--- config.mk ---
export PLATFORM = sky130hd
export DESIGN_NAME = sorted_key_table
export DESIGN_NICKNAME = d
export VERILOG_FILES = /design/src/hw/rtl/skt_pkg.sv /design/src/hw/rtl/skt_cell.sv /design/src/hw/rtl/sorted_key_table.sv
export SDC_FILE = /design/constraint.sdc
export NUM_CORES = 2
export LEC_CHECK = 0
export BUFFER_PORTS_ARGS = -buffer_cell sky130_fd_sc_hd__buf_4
export CORE_MARGIN = 8
export CORE_UTILIZATION = 40
export DETAILED_ROUTE_END_ITERATION = 7
export HOLD_SLACK_MARGIN = 0.02
export PLACE_DENSITY = 0.54
export SYNTH_ARGS = -nofsm -noshare
export SYNTH_HDL_FRONTEND = slang
export SYNTH_HIERARCHICAL = 1
export SYNTH_SLANG_ARGS = --single-unit
--- constraint.sdc ---
create_clock -name clk_i -period 7.51 [get_ports clk_i]
set_input_delay 1.502 -clock clk_i [delete_from_list [all_inputs] [get_ports clk_i]]
set_output_delay 1.502 -clock clk_i [all_outputs]
set_load 0.01 [all_outputs]
--- src/hw/rtl/skt_pkg.sv ---
// Package for the sorted key table: command and status codes, beat types, cell control.
package skt_pkg;

  localparam int unsigned CMD_W         = 2;
  localparam int unsigned KEY_FIELD_W   = 16;
  localparam int unsigned VALUE_W       = 16;
  localparam int unsigned STATUS_W      = 2;
  localparam int unsigned ENTRY_COUNT_W = 5;

  localparam logic [CMD_W-1:0] CMD_INSERT = 2'd0;
  localparam logic [CMD_W-1:0] CMD_REMOVE = 2'd1;
  localparam logic [CMD_W-1:0] CMD_SEARCH = 2'd2;

  localparam logic [STATUS_W-1:0] STATUS_OK        = 2'd0;
  localparam logic [STATUS_W-1:0] STATUS_FULL      = 2'd1;
  localparam logic [STATUS_W-1:0] STATUS_EMPTY     = 2'd2;
  localparam logic [STATUS_W-1:0] STATUS_NOT_FOUND = 2'd3;

  typedef struct packed {
    logic [CMD_W-1:0]              command;
    logic signed [KEY_FIELD_W-1:0] key;
    logic [VALUE_W-1:0]            value;
  } skt_in_t;

  typedef struct packed {
    logic [STATUS_W-1:0]      status;
    logic [VALUE_W-1:0]       found_value;
    logic [ENTRY_COUNT_W-1:0] entry_count;
  } skt_out_t;

  // Broadcast to every cell: shift toward the tail (insert) or the head (remove).
  typedef struct packed {
    logic ins;
    logic rem;
  } skt_ctrl_t;

endpackage

--- src/hw/rtl/skt_cell.sv ---
// One slot of the sorted chain: stores a key/value pair and shifts with its neighbors.
module skt_cell
  import skt_pkg::*;
#(
  parameter int unsigned KEY_BITS = 16
) (
  input  logic                       clk_i,
  input  logic                       rst_ni,
  input  skt_ctrl_t                  ctrl_i,
  input  logic signed [KEY_BITS-1:0] cmd_key_i,
  input  logic [VALUE_W-1:0]         cmd_value_i,
  input  logic                       left_valid_i,
  input  logic                       left_at_i,
  input  logic                       left_eq_i,
  input  logic signed [KEY_BITS-1:0] left_key_i,
  input  logic [VALUE_W-1:0]         left_value_i,
  input  logic                       right_valid_i,
  input  logic signed [KEY_BITS-1:0] right_key_i,
  input  logic [VALUE_W-1:0]         right_value_i,
  output logic                       valid_o,
  output logic                       at_o,
  output logic                       eq_o,
  output logic signed [KEY_BITS-1:0] key_o,
  output logic [VALUE_W-1:0]         value_o,
  output logic                       hit_o
);

  logic                       valid_q, valid_d;
  logic signed [KEY_BITS-1:0] key_q, key_d;
  logic [VALUE_W-1:0]         value_q, value_d;
  logic                       take_new, take_left, take_right;

  // at: the insert point is here or further toward the head
  assign at_o    = !valid_q || (cmd_key_i <= key_q);
  assign eq_o    = valid_q && (cmd_key_i == key_q);
  assign hit_o   = eq_o && !left_eq_i;
  assign valid_o = valid_q;
  assign key_o   = key_q;
  assign value_o = value_q;

  assign take_new   = ctrl_i.ins && at_o && !left_at_i;
  assign take_left  = ctrl_i.ins && left_at_i;
  assign take_right = ctrl_i.rem && valid_q && at_o;

  always_comb begin
    valid_d = valid_q;
    key_d   = key_q;
    value_d = value_q;
    if (ctrl_i.ins) begin
      valid_d = valid_q || left_valid_i;
    end else if (ctrl_i.rem) begin
      valid_d = right_valid_i;
    end
    if (take_new) begin
      key_d   = cmd_key_i;
      value_d = cmd_value_i;
    end else if (take_left) begin
      key_d   = left_key_i;
      value_d = left_value_i;
    end else if (take_right) begin
      key_d   = right_key_i;
      value_d = right_value_i;
    end
  end

  always_ff @(posedge clk_i or negedge rst_ni) begin
    if (!rst_ni) begin
      valid_q <= 1'b0;
    end else begin
      valid_q <= valid_d;
    end
  end

  always_ff @(posedge clk_i) begin
    key_q   <= key_d;
    value_q <= value_d;
  end

endmodule

--- src/hw/rtl/sorted_key_table.sv ---
// Top level of the sorted key table: command decode, cell chain, status and result register.
//
// A bounded table of CAPACITY key/value entries kept in ascending signed key order, held
// in a chain of cells. Each command (insert, remove, search) is broadcast to all cells,
// which compare it with their own key at once and shift one place toward the tail or head
// in the same cycle. One command is accepted per cycle unless the output is stalled; its
// result beat, built by the single compare-and-shift step of the cells plus the or-reduction
// that picks up the matching value, appears in the output register on the next cycle, and a
// new command is taken while that beat is taken. Keys use the low KEY_BITS bits of the
// key field, sign-extended; entry_count is the count after the command, low 5 bits.
module sorted_key_table
  import skt_pkg::*;
#(
  parameter int unsigned CAPACITY = 16,
  parameter int unsigned KEY_BITS = 16
) (
  input  logic     clk_i,
  input  logic     rst_ni,
  input  logic     in_valid_i,
  output logic     in_ready_o,
  input  skt_in_t  in_data_i,
  output logic     out_valid_o,
  input  logic     out_ready_i,
  output skt_out_t out_data_o
);

  localparam int unsigned CNT_W = $clog2(CAPACITY + 1);

  logic                       fire;
  logic signed [31:0]         key_wide;
  logic signed [KEY_BITS-1:0] cmd_key;
  skt_ctrl_t                  ctrl;
  logic [CNT_W-1:0]           count_q, count_d;
  logic                       full, empty, any_hit;
  logic [VALUE_W-1:0]         hit_value;
  logic                       out_valid_q, out_valid_d;
  skt_out_t                   out_q, out_d;

  logic                       cell_valid [CAPACITY];
  logic                       cell_at    [CAPACITY];
  logic                       cell_eq    [CAPACITY];
  logic                       cell_hit   [CAPACITY];
  logic signed [KEY_BITS-1:0] cell_key   [CAPACITY];
  logic [VALUE_W-1:0]         cell_value [CAPACITY];

  assign in_ready_o = !out_valid_q || out_ready_i;
  assign fire       = in_valid_i && in_ready_o;

  assign key_wide = 32'(in_data_i.key);
  assign cmd_key  = key_wide[KEY_BITS-1:0];

  assign full  = (count_q == CNT_W'(CAPACITY));
  assign empty = (count_q == '0);

  assign ctrl.ins = fire && (in_data_i.command == CMD_INSERT) && !full;
  assign ctrl.rem = fire && (in_data_i.command == CMD_REMOVE) && !empty && any_hit;

  for (genvar i = 0; i < CAPACITY; i++) begin : g_cell
    logic                       l_valid, l_at, l_eq, r_valid;
    logic signed [KEY_BITS-1:0] l_key, r_key;
    logic [VALUE_W-1:0]         l_value, r_value;

    if (i == 0) begin : g_head
      assign l_valid = 1'b1;
      assign l_at    = 1'b0;
      assign l_eq    = 1'b0;
      assign l_key   = cmd_key;
      assign l_value = in_data_i.value;
    end else begin : g_mid
      assign l_valid = cell_valid[i-1];
      assign l_at    = cell_at[i-1];
      assign l_eq    = cell_eq[i-1];
      assign l_key   = cell_key[i-1];
      assign l_value = cell_value[i-1];
    end

    if (i == CAPACITY - 1) begin : g_tail
      assign r_valid = 1'b0;
      assign r_key   = cell_key[i];
      assign r_value = cell_value[i];
    end else begin : g_body
      assign r_valid = cell_valid[i+1];
      assign r_key   = cell_key[i+1];
      assign r_value = cell_value[i+1];
    end

    skt_cell #(
      .KEY_BITS(KEY_BITS)
    ) u_cell (
      .clk_i        (clk_i),
      .rst_ni       (rst_ni),
      .ctrl_i       (ctrl),
      .cmd_key_i    (cmd_key),
      .cmd_value_i  (in_data_i.value),
      .left_valid_i (l_valid),
      .left_at_i    (l_at),
      .left_eq_i    (l_eq),
      .left_key_i   (l_key),
      .left_value_i (l_value),
      .right_valid_i(r_valid),
      .right_key_i  (r_key),
      .right_value_i(r_value),
      .valid_o      (cell_valid[i]),
      .at_o         (cell_at[i]),
      .eq_o         (cell_eq[i]),
      .key_o        (cell_key[i]),
      .value_o      (cell_value[i]),
      .hit_o        (cell_hit[i])
    );
  end

  // at most one cell hits: first of the run of equal keys
  always_comb begin
    any_hit   = 1'b0;
    hit_value = '0;
    for (int i = 0; i < CAPACITY; i++) begin
      any_hit   = any_hit | cell_hit[i];
      hit_value = hit_value | ({VALUE_W{cell_hit[i]}} & cell_value[i]);
    end
  end

  always_comb begin
    count_d = count_q;
    if (ctrl.ins) begin
      count_d = count_q + CNT_W'(1);
    end else if (ctrl.rem) begin
      count_d = count_q - CNT_W'(1);
    end
  end

  always_comb begin
    out_d             = out_q;
    out_d.status      = STATUS_OK;
    out_d.found_value = '0;
    out_d.entry_count = ENTRY_COUNT_W'(count_d);
    case (in_data_i.command)
      CMD_INSERT: begin
        if (full) begin
          out_d.status = STATUS_FULL;
        end
      end
      CMD_REMOVE, CMD_SEARCH: begin
        if (empty) begin
          out_d.status = STATUS_EMPTY;
        end else if (!any_hit) begin
          out_d.status = STATUS_NOT_FOUND;
        end else begin
          out_d.found_value = hit_value;
        end
      end
      default: begin
        out_d.status = STATUS_OK;
      end
    endcase
    if (!fire) begin
      out_d = out_q;
    end
  end

  always_comb begin
    out_valid_d = out_valid_q;
    if (fire) begin
      out_valid_d = 1'b1;
    end else if (out_ready_i) begin
      out_valid_d = 1'b0;
    end
  end

  always_ff @(posedge clk_i or negedge rst_ni) begin
    if (!rst_ni) begin
      count_q     <= '0;
      out_valid_q <= 1'b0;
    end else begin
      count_q     <= count_d;
      out_valid_q <= out_valid_d;
    end
  end

  always_ff @(posedge clk_i) begin
    out_q <= out_d;
  end

  assign out_valid_o = out_valid_q;
  assign out_data_o  = out_q;

endmodule

==> metrics.cfg <==
[status]
status=completed

[placement]
numPortBuffers=62
preCtsSetupSlack_ns=1.08
placedCellCount=5684
dpl.hpwl_mm=128
routabilityCongestion=1.02
placed_cell_area_sq_um=44600

[timing]
worstMarginPinSlew_ns=1.48
period_share=0.787
final_hold_viol_count=0
setup_ws_ns=1.60
finalSetupViolCount=0
clock.fmax_ghz=0.169
fin_skew_ns=0.0393
final.min_clock_period_ns=5.91
drv_slew=0
rsz0062_at_grt=false
setup_tns_ns=0
maxSlewHeadroom=0.0120
holdWs_ns=0.548

[layout]
final_area_sq_um=47000
nNetsFinal=4654
stdcell_count=5815
drive_above_1_share=0.148
fin_util=0.441
final_cell_mix=540 x o22ai_1, 535 x edfxtp_1, 517 x a21oi_1
mostFrequentLayoutCell=o22ai_1
area_growth_pct=9.68

[floorplan]
start_util=0.402
die_h_um=343
fp.dieArea_sq_um=118000
die_w_um=343
num_rows=120
io_pins=63
coreArea_sq_um=107000

[pwr]
power.sequential.fraction=0.414
power.leakage_nw=17.0
netSwitchingFraction=0.314
total_power_mw=9.10
p_clk_frac=0.396
p_per_area_nw_per_um2=194
p_sw_mw=2.86
peakVddDrop_v=0.000173
combPwrFrac=0.190
power.internal_mw=6.24

[clock_network]
cts_made_buffers=72
postCtsSetupRepairBufs=0
tritoncts=built
h-tree-depth=3
insertion_delay_ns=0.66
numClockSinks=557
clock_path_buffers=3
cts.repair.resized=0
root_buffer=clkbuf_16
path_clk_slew_ns=0.06
cts_hold_buf=0

[drt]
antenna_left=0
viasPerCell=6.94
routedWlPerCell_um=32.4
wl_mm=188
drt-initial-drc-count=5739
vias=40335
drc=0
dr.pass1.iters=6

[job]
maxCapViolCount=0

[hold_path]
hp-class=reg -> reg

[global_routing]
grt_pass1_wl_mm=271
grt_pass1_vias=37946
grt_max_degree=98
track_usage=0.306
antenna_found_initial=4
gr-total-overflow=0

[logic_synthesis]
syn_avg_cell_area_sq_um=9.63
netlist_area_sq_um=42800
synth_cells=4445
yosys_warnings=6

[worst_setup_path]
path_class=in -> reg
cp_data_arrival_time_ns=6.25
worstPathMaxFanout=21
cp-start-kind=input pin
cp.required_ns=7.84
critPathCaptureType=flip-flop

[sequential cells by signal, indices dropped and copies added (netlist names)]
name and count:
g_cell.u_cell/key_o 256, g_cell.u_cell/value_o 256, out_data_o 23, g_cell.u_cell/valid_o 16, count_q 5, out_valid_o 1
[routing by layer]
| layer | up-vias | track usage | wire, um |
|---|---|---|---|
| li1 | 17505 | - | - |
| met5 | - | 0 | 31 |
| met2 | 2428 | 0.486 | 86500 |
| met4 | 4 | 0.156 | 11200 |
| met3 | 559 | 0.0696 | 18400 |
| met1 | 19839 | 0.389 | 72300 |
[path summary, 6_finish.rpt]
kind	start	cells after the start	slack [ns]	end
worst max-delay path	in_data_i[29]	16	1.60	g_cell[5].u_cell/key_o[6]
worst min-delay path	count_q[3]	1	0.55	count_q[3]
worst max register to register	g_cell[8].u_cell/key_o[15]	18	2.30	g_cell[13].u_cell/key_o[0]
worst min register to register	count_q[3]	1	0.55	count_q[3]
max in group asynchronous	rst_ni	1	6.24	g_cell[12].u_cell/valid_o
min in group asynchronous	rst_ni	1	0.85	g_cell[2].u_cell/valid_o
[area by class of cell]
class                           count  area [sq um]
Antenna cell                        2          5.00
Clock buffer                       86          1880
Clock inverter                     43           463
Fill cell                       10252         59600
Inverter                          315          1180
Multi-Input combinational cell   3182         23300
Sequential cell                   557         16600
Tap cell                         1403          1760
Timing Repair Buffer              227          1800
[power by group through the flow]
stage	clock, mW	sequential (mW)	combinational (mW)
finish	3.60	3.77	1.73
CTS	3.62	3.76	1.69
detailed placement	0	3.82	1.68
floorplan	0	3.72	1.21
global route	3.72	3.77	1.86
global placement	0	3.83	1.66
[worst max-delay path, stage by stage]
cell,delay [ns]
buf_4,0.42
buf_4,0.36
ha_1,0.20
nand4_1,0.11
or2_1,0.30
nor3_1,0.34
and3_1,0.33
nor2b_1,0.17
buf_4,0.28
nor4_1,0.08
nand4_1,0.24
buf_4,0.20
nand3_1,0.14
inv_2,0.38
a32o_1,0.86
buf_12,0.25
Note: power is estimated with default switching activity, not from simulation.
